$ cat src/hw/rtl/atilt_pkg.sv
// atilt_pkg: shared widths, constants, types and the arctangent table
// for the accelerometer tilt to servo pulse block
// no dependencies
package atilt_pkg;

  // sample and datapath widths
  localparam int SAMPLE_WIDTH  = 16;
  localparam int CORDIC_STAGES = 16;
  localparam int QW  = SAMPLE_WIDTH + 8;        // sample in q8
  localparam int NW  = 2 * SAMPLE_WIDTH + 16;   // sum of squares in q16
  localparam int RW  = NW / 2;                  // magnitude in q8
  localparam int CW  = QW + 4;                  // cordic x/y with gain headroom
  localparam int AW  = 18;                      // angle in q8 degrees
  localparam int OFF_W = 10;                    // offset register width
  localparam int VW  = AW + 2;                  // offset plus angle
  localparam int DW  = 8;                       // whole degrees 0..180
  localparam int PW  = 12;                      // pulse width field
  localparam int MW  = 28;                      // reciprocal product

  // stream payload widths
  localparam int IN_W  = ((3 * SAMPLE_WIDTH + 7) / 8) * 8;
  localparam int OUT_W = ((2 * PW + 7) / 8) * 8;

  // angle constants in q8 degrees
  localparam logic signed [AW-1:0] DEG90_Q8      = AW'(90 * 256);
  localparam logic signed [AW-1:0] DEG180_NEG_Q8 = AW'(-180 * 256);

  // pulse mapping: 500 + d*2000/180, divide done by reciprocal
  localparam int ANGLE_MAX    = 180;
  localparam int PULSE_BASE   = 500;
  localparam int PULSE_MAX    = 2500;
  localparam int PULSE_RECIP  = 728178;       // 2000/180 * 2^16, rounded up
  localparam int RECIP_SHIFT  = 16;

  // queue between front and back
  localparam int FIFO_DEPTH = 4;
  localparam int FIFO_AW    = $clog2(FIFO_DEPTH);
  localparam int FIFO_CW    = $clog2(FIFO_DEPTH + 1);

  // configuration registers
  localparam int CFG_ADDR_W = 3;
  localparam logic REG_ROLL  = 1'b0;
  localparam logic REG_PITCH = 1'b1;
  localparam logic signed [OFF_W-1:0] ROLL_OFF_RST  = OFF_W'(90);
  localparam logic signed [OFF_W-1:0] PITCH_OFF_RST = OFF_W'(150);

  typedef struct packed {
    logic signed [AW-1:0] roll;
    logic signed [AW-1:0] pitch;
  } atilt_angles_t;

  typedef struct packed {
    logic full;
    logic empty;
  } atilt_fifo_st_t;

  // arctangent of 2^-i in q8 degrees
  function automatic logic signed [AW-1:0] atan_q8(input int i);
    logic signed [AW-1:0] r;
    case (i)
      0:  r = AW'(11520);
      1:  r = AW'(6801);
      2:  r = AW'(3593);
      3:  r = AW'(1824);
      4:  r = AW'(916);
      5:  r = AW'(458);
      6:  r = AW'(229);
      7:  r = AW'(115);
      8:  r = AW'(57);
      9:  r = AW'(29);
      10: r = AW'(14);
      11: r = AW'(7);
      12: r = AW'(4);
      13: r = AW'(2);
      14: r = AW'(1);
      default: r = '0;
    endcase
    return r;
  endfunction

endpackage

$ cat src/hw/rtl/atilt_back.sv
// atilt_back: applies offsets, clamps to 0..180 and maps to pulse widths
// two stages with output register; depends on atilt_pkg
module atilt_back (
  input  logic                            clk,
  input  logic                            rst,
  input  atilt_pkg::atilt_fifo_st_t       fifo_st,
  input  atilt_pkg::atilt_angles_t        pop_data,
  output logic                            pop,
  input  logic signed [atilt_pkg::OFF_W-1:0] roll_off,
  input  logic signed [atilt_pkg::OFF_W-1:0] pitch_off,
  output logic                            m_tvalid,
  input  logic                            m_tready,
  output logic [atilt_pkg::OUT_W-1:0]     m_tdata    // roll_pulse_us, pitch_pulse_us
);
  import atilt_pkg::*;

  // offset, truncate toward zero, clamp to whole degrees 0..180
  function automatic logic [DW-1:0] to_deg(input logic signed [AW-1:0] ang,
                                           input logic signed [OFF_W-1:0] off);
    logic signed [VW-1:0] v;
    logic [VW-9:0]        q;
    logic [DW-1:0]        d;
    v = {{(VW-OFF_W-8){off[OFF_W-1]}}, off, 8'b0} + VW'(ang);
    q = v[VW-1:8];
    if (v < 0) begin
      d = '0;
    end else if (q > (VW-8)'(ANGLE_MAX)) begin
      d = DW'(ANGLE_MAX);
    end else begin
      d = q[DW-1:0];
    end
    return d;
  endfunction

  // 500 + d*2000/180 by reciprocal multiply
  function automatic logic [PW-1:0] to_pulse(input logic [DW-1:0] d);
    logic [MW-1:0] prod;
    prod = MW'(d) * MW'(PULSE_RECIP);
    return PW'(PULSE_BASE) + PW'(prod >> RECIP_SHIFT);
  endfunction

  logic          out_en, a_ready;
  logic          a_v;
  logic [DW-1:0] d_roll, d_pitch;
  logic [PW-1:0] roll_pulse, pitch_pulse;

  assign out_en  = !m_tvalid || m_tready;
  assign a_ready = !a_v || out_en;
  assign pop     = !fifo_st.empty && a_ready;

  // degree stage
  always_ff @(posedge clk) begin
    if (rst) begin
      a_v <= 1'b0;
    end else if (a_ready) begin
      a_v <= pop;
    end
  end

  always_ff @(posedge clk) begin
    if (a_ready) begin
      d_roll  <= to_deg(pop_data.roll, roll_off);
      d_pitch <= to_deg(pop_data.pitch, pitch_off);
    end
  end

  // output register
  always_ff @(posedge clk) begin
    if (rst) begin
      m_tvalid <= 1'b0;
    end else if (out_en) begin
      m_tvalid <= a_v;
    end
  end

  always_ff @(posedge clk) begin
    if (out_en) begin
      roll_pulse  <= to_pulse(d_roll);
      pitch_pulse <= to_pulse(d_pitch);
    end
  end

  assign m_tdata = OUT_W'({pitch_pulse, roll_pulse});

endmodule

$ cat config.mk
export PLATFORM = sky130hd
export DESIGN_NAME = atilt_back
export DESIGN_NICKNAME = d
export VERILOG_FILES = /design/src/hw/rtl/atilt_pkg.sv /design/src/hw/rtl/atilt_back.sv
export SDC_FILE = /design/constraint.sdc
export NUM_CORES = 1
export LEC_CHECK = 0
export BUFFER_PORTS_ARGS = -buffer_cell sky130_fd_sc_hd__buf_2
export CAP_MARGIN = 20
export CORE_ASPECT_RATIO = 0.5
export CORE_UTILIZATION = 60
export CTS_BUF_LIST = sky130_fd_sc_hd__clkbuf_16
export CTS_CLUSTER_SIZE = 28
export DETAILED_ROUTE_END_ITERATION = 10
export GPL_TIMING_DRIVEN = 0
export PLACE_DENSITY = 0.8
export SETUP_SLACK_MARGIN = 0.05
export SYNTH_ARGS = -nofsm -noshare
export SYNTH_HDL_FRONTEND = slang
export SYNTH_SLANG_ARGS = --single-unit
$ cat constraint.sdc
create_clock -name clk -period 5.55 [get_ports clk]
set_input_delay 0.8325 -clock clk [delete_from_list [all_inputs] [get_ports clk]]
set_output_delay 0.8325 -clock clk [all_outputs]
set_load 0.05 [all_outputs]
==> impl_metrics.json <==
{
  "status": "complete, no violations",
  "fill_cells": 781,
  "final_cells": 909,
  "yosys.area_share.simple_pct": 10.1,
  "pin_count": 87,
  "synthCells": 677,
  "post-route-drc-count": 0,
  "synth_mux_area_share_pct": 0.323,
  "numClockSinks": 42,
  "yosysSeqAreaShare_pct": 18.8,
  "grt_pass1_wl_um": 23900,
  "worstSkewPairLatency_ns": 0.30,
  "synth_nets": 930,
  "drt-initial-drc-count": 270,
  "fp.dieH_um": 76.1,
  "grt_max_degree": 25,
  "synth_adder_area_share_pct": 42.2,
  "synth_cell_types": 67,
  "yosysWarnings": 0,
  "maxCapViolCount": 0,
  "worst_slew_pin_slew_ns": 1.01,
  "hp-class": "flip-flop to flip-flop",
  "start_kind": "flip-flop",
  "slowest_stage": "fa_1",
  "placed_cell_area_mm2": 0.00711,
  "drv_slew": 0,
  "overflow": 0,
  "clock_skew_ns": 0.00936,
  "antenna_found_initial": 0,
  "via_per_inst": 5.62,
  "synthArstFlopShare_pct": 0,
  "required_ns": 5.67,
  "slowest_delay_ns": 0.53,
  "synth-compound-area-share_pct": 15.1,
  "synthFlopType": "edfxtp_1",
  "syn_avg_cell_area_um2": 9.73,
  "critical_path_buf_inv_count": 5,
  "utilization_pct": 71.9,
  "cp_cell_sequence": "inv_2 > fa_1 > inv_1 > ha_1 > inv_1 > fa_1 > inv_1 > fa_1 > ha_1 > o21a_1 > o2111a_1 > a211oi_4 > o311ai_2 > and2_1 > xor2_2 > a2111oi_4 > buf_4 > a311o_2 > nor4_2",
  "place.gp.congestion": 0.869,
  "cts_tree": "done",
  "slew_headroom_pct": 32.3,
  "end_kind": "flip-flop",
  "vias": 5111,
  "numCtsBuffers": 5,
  "coreArea_mm2": 0.0104,
  "synth_top_family_by_area": "adder cells",
  "root_buffer": "clkbuf_16",
  "clockBufferDepth": 2,
  "criticalPathCategory": "flip-flop to flip-flop",
  "final_area_mm2": 0.00751,
  "wl_um": 13300,
  "layout_min_cycle_time_ns": 5.32,
  "rsz0062_at_grt": "yes",
  "crit_family": "adder cells",
  "drive_above_1_share_pct": 16.8,
  "setup_violations": 0,
  "max_freq_mhz": 188,
  "cts_max_level": 2,
  "arrival_ns": 5.44,
  "io_buffers": 69,
  "fp-row-count": 26,
  "path_clk_slew_ns": 0.06,
  "ant_nets": 0,
  "detail_route.wl_per_cell_um": 14.7,
  "fin_nets": 1021,
  "fin_crit_sh_pct": 95.9,
  "die_x_um": 150,
  "synth_enable_flop_cells": 40,
  "dp_hpwl_um": 10900,
  "dp.cells": 886,
  "die_area_mm2": 0.0114,
  "first_pass_iters": 4,
  "worst-path-max-fanout": 5,
  "syn_area_mm2": 0.00659,
  "hold_viol": 0,
  "insertedDiodeCount": 0,
  "track_usage_pct": 25.9,
  "first_global_vias": 5444,
  "synthXorXnorAreaFrac_pct": 5.77,
  "start_util_pct": 63.1,
  "syn_to_final_growth_pct": 14.0,
  "ys_ff_latch": 42
}
-- layout by cell type (no fill, tap or decap), types with 5 or more instances in the layout --
cell type | Yosys | layout
inv_1 | 135 | 133
o21ai_1 | 5 | 5
a21boi_0 | 5 | 5
nand2_1 | 24 | 24
a31oi_1 | 8 | 7
buf_2 | 0 | 69
a21o_1 | 14 | 14
clkbuf_16 | 0 | 5
buf_4 | 0 | 15
nor3_1 | 13 | 12
xor2_1 | 13 | 11
o21bai_1 | 5 | 5
nor4_1 | 5 | 5
or2_2 | 6 | 6
a21oi_1 | 32 | 32
o21a_1 | 9 | 9
xnor2_1 | 26 | 24
o21ai_0 | 17 | 16
nor2_1 | 31 | 31
edfxtp_1 | 40 | 40
and2_1 | 5 | 5
fa_1 | 50 | 49
ha_1 | 142 | 142
nand4_1 | 5 | 5
nand3_1 | 6 | 6
and3_1 | 7 | 7
-- through the flow --
| step | setup slack [ns] | setup TNS, ns | hold WS [ns] |
|---|---|---|---|
| floorplan | 0.480 | 0 | 0.463 |
| global placement | -0.00135 | -0.00135 | 0.484 |
| detailed placement | -0.0649 | -0.0857 | 0.501 |
| CTS | 0.0858 | 0 | 0.520 |
| global route | -0.0308 | -0.0308 | 0.535 |
| finish | 0.230 | 0 | 0.514 |
-- layout make-up --
cell class | instances | area [um^2] | area share [%]
Clock buffer | 5 | 125 | 1.67
Clock inverter | 3 | 68.8 | 0.916
Inverter | 135 | 507 | 6.75
Multi-Input combinational cell | 500 | 4930 | 65.7
Sequential cell | 42 | 1240 | 16.5
Tap cell | 140 | 175 | 2.33
Timing Repair Buffer | 84 | 458 | 6.10
-- registers in the layout, indices dropped and copies added, names as in the netlist --
| register | flops |
|---|---|
| a_v | 1 |
| d_pitch | 8 |
| d_roll | 8 |
| m_tvalid | 1 |
| pitch_pulse | 12 |
| roll_pulse | 12 |
-- cell usage after synthesis, drive strengths merged, types with 13 or more instances --
library cell  number  share of area, %
nor3              14               1.1
inv              135               7.7
xnor2             27               3.7
nor2              31               1.8
xor2              13               1.7
fa                50                15
a21oi             32               2.4
nand2             24               1.4
a21o              16               1.9
o21ai             22               1.7
ha               142                27
edfxtp            40                18
-- logic make-up (layout without fill, tap and decap cells) --
family	count (synthesis)	count (layout)
fa+ha+maj	192	192
compound gates	139	139
buf+inv	135	227
simple gates	126	126
flops	42	42
xor+xnor	41	41
mux	2	2
-- metal layers --
metal	GRT usage, %	share of wire [%]
met4	7.98	2.3
met5	0	0
met1	31.5	45
met2	47.5	51
met3	3.41	2.2
-- repair_timing --
| action | 4_1_cts | 5_1_grt |
|---|---|---|
| resized for setup | 3 | 16 |
| buffers inserted | 5 | 10 |
| endpoints found under the setup margin | 4 | 8 |
| cloned | 0 | 0 |
| hold buffers | 0 | 0 |
| pin swaps | 1 | 3 |
| hold endpoints to repair | 0 | 0 |
-- worst paths after layout --
| check | start | to | slack [ns] | depth (start not counted) |
|---|---|---|---|---|
| worst max register to register | d_pitch[6] | pitch_pulse[11] | 0.23 | 19 |
| worst min-delay path | a_v | m_tvalid | 0.51 | 2 |
| worst min register to register | a_v | m_tvalid | 0.51 | 2 |
| worst max-delay path | d_pitch[6] | pitch_pulse[11] | 0.23 | 19 |
-- worst reg2reg max path: cells and delay by family, from the launching register on --
kind,cells,cell delay [ns]
AOI/OAI and AO/OA,6,1.49
xor gates and xnor gates,1,0.23
adders and majority gates,5,2.15
buffers and inverters,5,0.44
DFF,1,0.48
and+or+nand+nor,2,0.36
Power is left out: the tool's default activity adds up to more than one toggle a clock period on the data nets, which glitch-free logic cannot reach.
