### src/hw/rtl/atilt_pkg.sv
// atilt_pkg: shared widths, constants, types and the arctangent table
// for the accelerometer tilt to servo pulse block
// no dependencies
package atilt_pkg;

  // sample and datapath widths
  localparam int SAMPLE_WIDTH  = 16;
  localparam int CORDIC_STAGES = 16;
  localparam int QW  = SAMPLE_WIDTH + 8;        // sample in q8
  localparam int NW  = 2 * SAMPLE_WIDTH + 16;   // sum of squares in q16
  localparam int RW  = NW / 2;                  // magnitude in q8
  localparam int CW  = QW + 4;                  // cordic x/y with gain headroom
  localparam int AW  = 18;                      // angle in q8 degrees
  localparam int OFF_W = 10;                    // offset register width
  localparam int VW  = AW + 2;                  // offset plus angle
  localparam int DW  = 8;                       // whole degrees 0..180
  localparam int PW  = 12;                      // pulse width field
  localparam int MW  = 28;                      // reciprocal product

  // stream payload widths
  localparam int IN_W  = ((3 * SAMPLE_WIDTH + 7) / 8) * 8;
  localparam int OUT_W = ((2 * PW + 7) / 8) * 8;

  // angle constants in q8 degrees
  localparam logic signed [AW-1:0] DEG90_Q8      = AW'(90 * 256);
  localparam logic signed [AW-1:0] DEG180_NEG_Q8 = AW'(-180 * 256);

  // pulse mapping: 500 + d*2000/180, divide done by reciprocal
  localparam int ANGLE_MAX    = 180;
  localparam int PULSE_BASE   = 500;
  localparam int PULSE_MAX    = 2500;
  localparam int PULSE_RECIP  = 728178;       // 2000/180 * 2^16, rounded up
  localparam int RECIP_SHIFT  = 16;

  // queue between front and back
  localparam int FIFO_DEPTH = 4;
  localparam int FIFO_AW    = $clog2(FIFO_DEPTH);
  localparam int FIFO_CW    = $clog2(FIFO_DEPTH + 1);

  // configuration registers
  localparam int CFG_ADDR_W = 3;
  localparam logic REG_ROLL  = 1'b0;
  localparam logic REG_PITCH = 1'b1;
  localparam logic signed [OFF_W-1:0] ROLL_OFF_RST  = OFF_W'(90);
  localparam logic signed [OFF_W-1:0] PITCH_OFF_RST = OFF_W'(150);

  typedef struct packed {
    logic signed [AW-1:0] roll;
    logic signed [AW-1:0] pitch;
  } atilt_angles_t;

  typedef struct packed {
    logic full;
    logic empty;
  } atilt_fifo_st_t;

  // arctangent of 2^-i in q8 degrees
  function automatic logic signed [AW-1:0] atan_q8(input int i);
    logic signed [AW-1:0] r;
    case (i)
      0:  r = AW'(11520);
      1:  r = AW'(6801);
      2:  r = AW'(3593);
      3:  r = AW'(1824);
      4:  r = AW'(916);
      5:  r = AW'(458);
      6:  r = AW'(229);
      7:  r = AW'(115);
      8:  r = AW'(57);
      9:  r = AW'(29);
      10: r = AW'(14);
      11: r = AW'(7);
      12: r = AW'(4);
      13: r = AW'(2);
      14: r = AW'(1);
      default: r = '0;
    endcase
    return r;
  endfunction

endpackage

### src/hw/rtl/atilt_fifo.sv
// atilt_fifo: short queue of angle pairs between front and back
// depends on atilt_pkg
module atilt_fifo (
  input  logic                      clk,
  input  logic                      rst,
  input  logic                      push,
  input  atilt_pkg::atilt_angles_t  push_data,
  input  logic                      pop,
  output atilt_pkg::atilt_angles_t  pop_data,
  output atilt_pkg::atilt_fifo_st_t st
);
  import atilt_pkg::*;

  atilt_angles_t      mem [0:FIFO_DEPTH-1];
  logic [FIFO_AW-1:0] wptr, rptr;
  logic [FIFO_CW-1:0] count;

  // storage
  always_ff @(posedge clk) begin
    if (push) begin
      mem[wptr] <= push_data;
    end
  end

  // pointers and fill count
  always_ff @(posedge clk) begin
    if (rst) begin
      wptr  <= '0;
      rptr  <= '0;
      count <= '0;
    end else begin
      if (push) begin
        wptr <= (wptr == FIFO_AW'(FIFO_DEPTH - 1)) ? '0 : wptr + 1'b1;
      end
      if (pop) begin
        rptr <= (rptr == FIFO_AW'(FIFO_DEPTH - 1)) ? '0 : rptr + 1'b1;
      end
      if (push && !pop) begin
        count <= count + 1'b1;
      end else if (pop && !push) begin
        count <= count - 1'b1;
      end
    end
  end

  assign pop_data = mem[rptr];
  assign st.full  = (count == FIFO_CW'(FIFO_DEPTH));
  assign st.empty = (count == '0);

endmodule

### config.mk
export PLATFORM = sky130hd
export DESIGN_NAME = atilt_fifo
export DESIGN_NICKNAME = d
export VERILOG_FILES = /design/src/hw/rtl/atilt_pkg.sv /design/src/hw/rtl/atilt_fifo.sv
export SDC_FILE = /design/constraint.sdc
export NUM_CORES = 1
export LEC_CHECK = 0
export BUFFER_PORTS_ARGS = -buffer_cell sky130_fd_sc_hd__buf_2
export CAP_MARGIN = 20
export CORE_UTILIZATION = 30
export DETAILED_ROUTE_END_ITERATION = 8
export HOLD_SLACK_MARGIN = 0.1
export SKIP_CTS_REPAIR_TIMING = 1
export SYNTH_ARGS = -nofsm -noshare
export SYNTH_HDL_FRONTEND = slang
export SYNTH_SLANG_ARGS = --single-unit
### constraint.sdc
create_clock -name clk -period 3.3 [get_ports clk]
set_input_delay 0.165 -clock clk [delete_from_list [all_inputs] [get_ports clk]]
set_output_delay 0.165 -clock clk [all_outputs]
set_load 0.05 [all_outputs]
==> impl_results.md, run 1 <==
* Max-capacitance violation count at 0
* Crit Path Max Fanout at 36
* CP Data Required Time at 3.13 ns
* CP arrival at 2.15 ns
* CTS buffer count at 17
* Post-synthesis compound-gate area fraction at 0.264%
* CTS Buffer Depth at 2
* Sw frac at 24.0%
* # DRC at 0
* PD cells at 660 nW/um2
* Global-route wire length before repair at 16,300 um
* Worst-Margin Slew at 1.04 ns
* Ys Warns at 0
* Setup TNS Final at 0 ns
* Sw power at 1.16 mW
* Slowest cell on crit path: dfxtp_4
* Post-route cell area at 7350 um2
* Cells on worst reg2reg path at 3
* Tcrit/Tclk final at 70.0%
* Crit path kind: register to output pin
* Syn nets at 279
* Mapped Area at 5690 um2
* Finished Layout Cells at 603
* Die Width at 140 um
* Synth unique cells at 20
* Fin Clk Skew at 0.00433 ns
* Sequential fraction of the synthesis area at 79.2%
* Fillers at 1,649
* DR vias/cell at 4.52
* Initial antenna violation count at 1
* Post-synthesis area per instance at 24.5 um2
* Via count at 2,728
* RSZ-0062 raised after global routing: no
* Layout cells sized above 1 at 38.5%
* Max-slew headroom at 30.5%
* Leakage Power at 2.54 nW
* Part of the power in the clock network at 41.1%
* # diodes at 0
* FMAX at 433 MHz
* Adder-Cell Fraction of Synth Area at 1.67%
* Worst reg-to-reg setup slack at 1.45 ns
* Internal at 3.68 mW
* Minimum period implied by the final worst setup slack at 2.31 ns
* Cell count after placement at 530
* Clk pin slew, worst setup/hold paths at 0.06 ns
* DP Wirelength at 5880 um
* Initial drt markers at 133
* Skew-Pair Late Insertion Delay at 0.42 ns
* Placed Area at 6280 um2
* Main combinational cell family by area after synthesis: multiplexers
* Largest net degree at the start of global routing at 37
* Fin nets at 408
* CTS Root Cell: clkbuf_16
* Initial cell density of the core at 31.1%
* Crit start category: register
* Routed wire per std cell at 17.5 um
* Xor/xnor cell area share of the yosys netlist at 0.308%
* Comb power frac at 11.8%
* CP cell instances: mux4_1 -> buf_2
* Detail Route Antenna Nets at 0
* CTS tree: built
* Mux cell area share after synthesis at 15.4%
* # IOs at 78
* Cells after Synth at 232
* Slew Viols, Final at 0
* Hold_sp: pop
* Syn-to-layout area delta at 29.1%
* Die Y-Extent at 140 um
* CORE AREA at 18,300 um2
* Simple-gate share of the synthesized area at 1.36%
* Crit end category: output pin
* Final Hold Vio Count at 0
* Hold Path Class: input port to register
* Vias in the first global route at 2,862
* GRT Overall Usage at 11.7%
* Critical R2R Capture: mem[0][4]$_DFFE_PP_
* Final Wtd Congestion at 0.606
* Hold path cells at 3
* Worst vdd ir at 0.354 mV
* Total grt overflow at 0
* Die ar. at 19,500 um2
* FP Rows at 49
* H-tree depth at 4
* Status: finished, final reports clean
* Worst R2R Start: wptr[0]$_SDFFE_PP0P_
* Total Power at 4.85 mW
* Buffers on Ports at 77
* Hold slack at 0.0738 ns
* Final setup viols at 0
* Total Wirelength at 10,500 um
* DRT Pass-1 Iters at 4
* Clock sinks at 153
* CP max stage delay at 0.85 ns
* Seq cells post-synth at 153
* Flop pwr share at 47.1%
worst max-delay path: cells and delay by family (launching register included):
kind / cells / cell delay, ns
muxes: 1 / 0.64
DFF: 1 / 0.85
buffers and inverters: 1 / 0.23
cell usage after synthesis (all sizes together):
master	count	area share, %
and2	4	0.44
buf	7	1.5
dfxtp	9	3.2
a21oi	2	0.18
nor3	1	0.088
clkbuf	1	0.088
ha	6	1.3
xor2	2	0.31
nor3b	2	0.26
inv	4	0.26
nor2	7	0.46
mux2i	4	0.70
or3	1	0.11
mux4	36	15
edfxtp	144	76
fa	1	0.35
o21ai	1	0.088
routing by layer:
metal	vias up	GRT usage, %	share of wire [%]
met4	2	4.34	1.2
met1	1407	13.3	43
met2	63	19.2	50
met3	17	5.40	5.3
met5	-	0	0.076
li1	1239	-	-
kinds of logic after synthesis:
group,after synthesis
and+or+nand+nor,15
buffers and inverters,12
DFF,153
xor gates and xnor gates,2
adders and majority gates,7
AOI/OAI and AO/OA,3
muxes,40
metrics by stage:
step                      util, %  worst slack [ns]
after floorplan                 -              1.47
after global placement       34.4              1.33
after detailed placement     34.4              1.34
after CTS                    37.7             0.881
after global routing         40.2             0.798
final                        40.2             0.990
layout make-up:
| class | instances | area, um2 | share of cell area, % |
|---|---|---|---|
| Clock inverter | 12 | 175 | 2.38 |
| Sequential cell | 153 | 4510 | 61.4 |
| Timing Repair Buffer | 118 | 841 | 11.4 |
| Tap cell | 229 | 287 | 3.90 |
| Multi-Input combinational cell | 67 | 1080 | 14.7 |
| Clock buffer | 20 | 437 | 5.94 |
| Inverter | 4 | 15.0 | 0.204 |
registers in the layout (all words and copies together) (netlist names), named ones only:
register,cells
mem,144
count,3
rptr,2
wptr,2
cell usage in the layout (no fill, tap or decap):
cell type / n
edfxtp_1: 144
buf_2: 77
dlygate4sd3_1: 38
mux4_2: 30
clkbuf_16: 17
nor2_1: 7
dfxtp_1: 7
mux4_1: 6
ha_1: 6
inv_1: 4
and2_2: 4
mux2i_1: 4
bufinv_16: 4
clkbuf_1: 3
clkinv_4: 3
nor3b_1: 2
xor2_1: 2
a21oi_1: 2
clkinv_2: 2
clkinvlp_4: 2
buf_16: 2
nor3_1: 1
o21ai_0: 1
or3_1: 1
fa_1: 1
dfxtp_4: 1
dfxtp_2: 1
clkinv_1: 1
buf_12: 1
power groups by stage:
stage / combinational [mW] / clock (mW) / sequential (mW)
2_1_floorplan: 0.435 / 0 / 2.28
3_3_place_gp: 0.528 / 0 / 2.32
3_5_place_dp: 0.537 / 0 / 2.33
4_1_cts: 0.538 / 2.04 / 2.29
5_1_grt: 0.607 / 2.12 / 2.29
6_report: 0.574 / 1.99 / 2.28
worst max path at each step:
stage | slack [ns] | start | end | cells past startpoint
floorplan | 1.47 | wptr[0]$_SDFFE_PP0P_ | mem[3][0]$_DFFE_PP_ | 2
global placement | 1.33 | register | pop_data[29] | 2
detailed placement | 1.34 | register | pop_data[29] | 2
CTS | 0.88 | register | pop_data[29] | 2
global route | 0.80 | register | pop_data[29] | 2
finish | 0.99 | register | pop_data[29] | 2
(Power assumes the default switching activity.)
==> inputs of run 2 (changes only) <==
Clock period 3.3 ns to 2.28 ns, I/O delays scaled along.
==> impl_results.md, run 2 (same netlist as run 1, synthesis figures left out) <==
* Final Wtd Congestion at 0.673 (+11%)
* Die Width at 140 um (unchanged)
* CTS tree: built
* CTS buffer count at 17 (unchanged)
* Crit end category: output pin
* Min setup slack post-route at 0.160 ns (-0.829 ns)
* Most common cell after layout, fill and taps aside: edfxtp_1
* Status: finished, final reports clean
* CTS Root Cell: clkbuf_16
* CORE AREA at 18,300 um2 (unchanged)
* Detail Route Antenna Nets at 0 (unchanged)
* # DRC at 0 (unchanged)
* DR vias/cell at 4.50 (-0.59%)
* # diodes at 0 (unchanged)
* DP Wirelength at 6480 um (+10%)
* RSZ-0062 raised after global routing: no
* Fin nets at 413 (+1.2%)
* Initial antenna violation count at 0 (-1)
* Largest net degree at the start of global routing at 37 (unchanged)
* Setup TNS Final at 0 ns (unchanged)
* Leakage Power at 2.54 nW (-0.10%)
* Buffers on Ports at 77 (unchanged)
* Slowest cell on crit path: dfxtp_4
* CP cell instances: buf_12 -> mux4_1 -> buf_2
* Layout cells sized above 1 at 38.6% (+0.12 points)
* GRT Overall Usage at 11.5% (-0.18 points)
* Pre-CTS setup slack at 0.558 ns (-0.785 ns)
* Via count at 2,730 (+0.073%)
* Largest regs: mem: 144 flops, count: 3 flops
* Crit start category: register
* CP Data Required Time at 2.17 ns (-0.96 ns)
* Syn-to-layout area delta at 29.3%
* Fin Clk Skew at 0.00709 ns (+0.00276 ns)
* Initial drt markers at 111 (-17%)
* Die ar. at 19,500 um2 (unchanged)
* Tcrit/Tclk final at 93.0%
* Final Hold Vio Count at 0 (unchanged)
* Hold Path Class: input port to register
* CP max stage delay at 0.57 ns (-0.28 ns)
* # IOs at 78 (unchanged)
* Clock sinks at 153 (unchanged)
* Max-slew headroom at 66.4% (+36 points)
* Fillers at 1,655 (+0.36%)
* Max-capacitance violation count at 0 (unchanged)
* Total Wirelength at 10,600 um (+0.14%)
* Crit path kind: register to output pin
* Minimum period implied by the final worst setup slack at 2.12 ns
* Skew-Pair Late Insertion Delay at 0.42 ns (about the same)
* FP Rows at 49 (unchanged)
* Max FFs per register at 144 (unchanged)
* CTS Buffer Depth at 2 (unchanged)
* Clk pin slew, worst setup/hold paths at 0.06 ns (about the same)
* Worst vdd ir at 0.520 mV (+47%)
* Total grt overflow at 0 (unchanged)
* Slew Viols, Final at 0 (unchanged)
* Final setup viols at 0 (unchanged)
* Biggest register: mem
* CP arrival at 2.01 ns (-0.14 ns)
* Crit Path Max Fanout at 17 (-53%)
* Initial cell density of the core at 31.1% (unchanged)
* Most frequent cells in the layout: edfxtp_1, buf_2, dlygate4sd3_1, mux4_2, clkbuf_16
* Global-route wire length before repair at 16,000 um (-1.9%)
* Worst-Margin Slew at 0.504 ns (-0.538 ns)
* DRT Pass-1 Iters at 4 (unchanged)
* Die Y-Extent at 140 um (unchanged)
* PD cells at 925 nW/um2 (+40%)
* Vias in the first global route at 2,769 (-3.2%)
* Routed wire per std cell at 17.4 um (-0.52%)
* FMAX at 472 MHz
* H-tree depth at 4 (unchanged)
[run 2: routing by layer]
metal  wire length, um  global-route usage [%]  vias to the layer above  part of all wire (%)
met2              5270                    18.9                       67                    50
met1              4670                    13.8                     1408                    44
met4               182                    4.86                        0                   1.7
met3               446                    3.92                       16                   4.2
li1                  -                       -                     1239                     -
met5                 0                       0                        -                     0
[run 2: layout make-up]
type / instances / area (um2) / share of cell area (%)
sequential: 153 / 4510 / 61.3
multi-input combinational: 67 / 1080 / 14.7
timing repair buffer: 123 / 903 / 12.3
clock buffer: 19 / 433 / 5.89
tap: 229 / 287 / 3.90
clock inverter: 12 / 125 / 1.70
inverter: 4 / 15.0 / 0.204
[run 2: critical path, delay by kind of cell (launching register included)]
kind / cells / cell delay (ns)
flip-flops: 1 / 0.57
buffers and inverters: 2 / 0.44
multiplexers: 1 / 0.55
[run 2: per-stage QoR]
step / cells / utilization, % / instance area, um2 / total power, mW / hold slack, ns
finish: 607 / 40.3 / 7360 / 6.80 / 0.443
detailed placement: 537 / 35.1 / 6410 / 4.18 / 0.332
floorplan: 232 / - / 5690 / 3.93 / 0.183
global placement: 537 / 35.1 / 6410 / 4.16 / 0.324
global route: 607 / 40.3 / 7360 / 7.04 / 0.439
CTS: 568 / 38.1 / 6970 / 6.83 / -0.109
[run 2: final timing paths]
| path | slack (ns) | endpoint | startpoint | cells after the start |
|---|---|---|---|---|
| setup / recovery | 0.16 | pop_data[28] | register | 3 |
| hold / removal | 0.44 | mem[2][12]$_DFFE_PP_ | push_data[12] | 2 |
| setup reg to reg | 0.66 | mem[1][33]$_DFFE_PP_ | wptr[0]$_SDFFE_PP0P_ | 3 |
| hold reg to reg | 0.51 | count[2]$_SDFFE_PP0P_ | count[2]$_SDFFE_PP0P_ | 2 |
[run 2: where the power goes]
group / total [mW] / internal (mW) / switching [mW]
combinational: 0.879 / 0.307 / 0.572
sequential: 3.27 / 3.21 / 0.0608
clock: 2.65 / 1.60 / 1.05
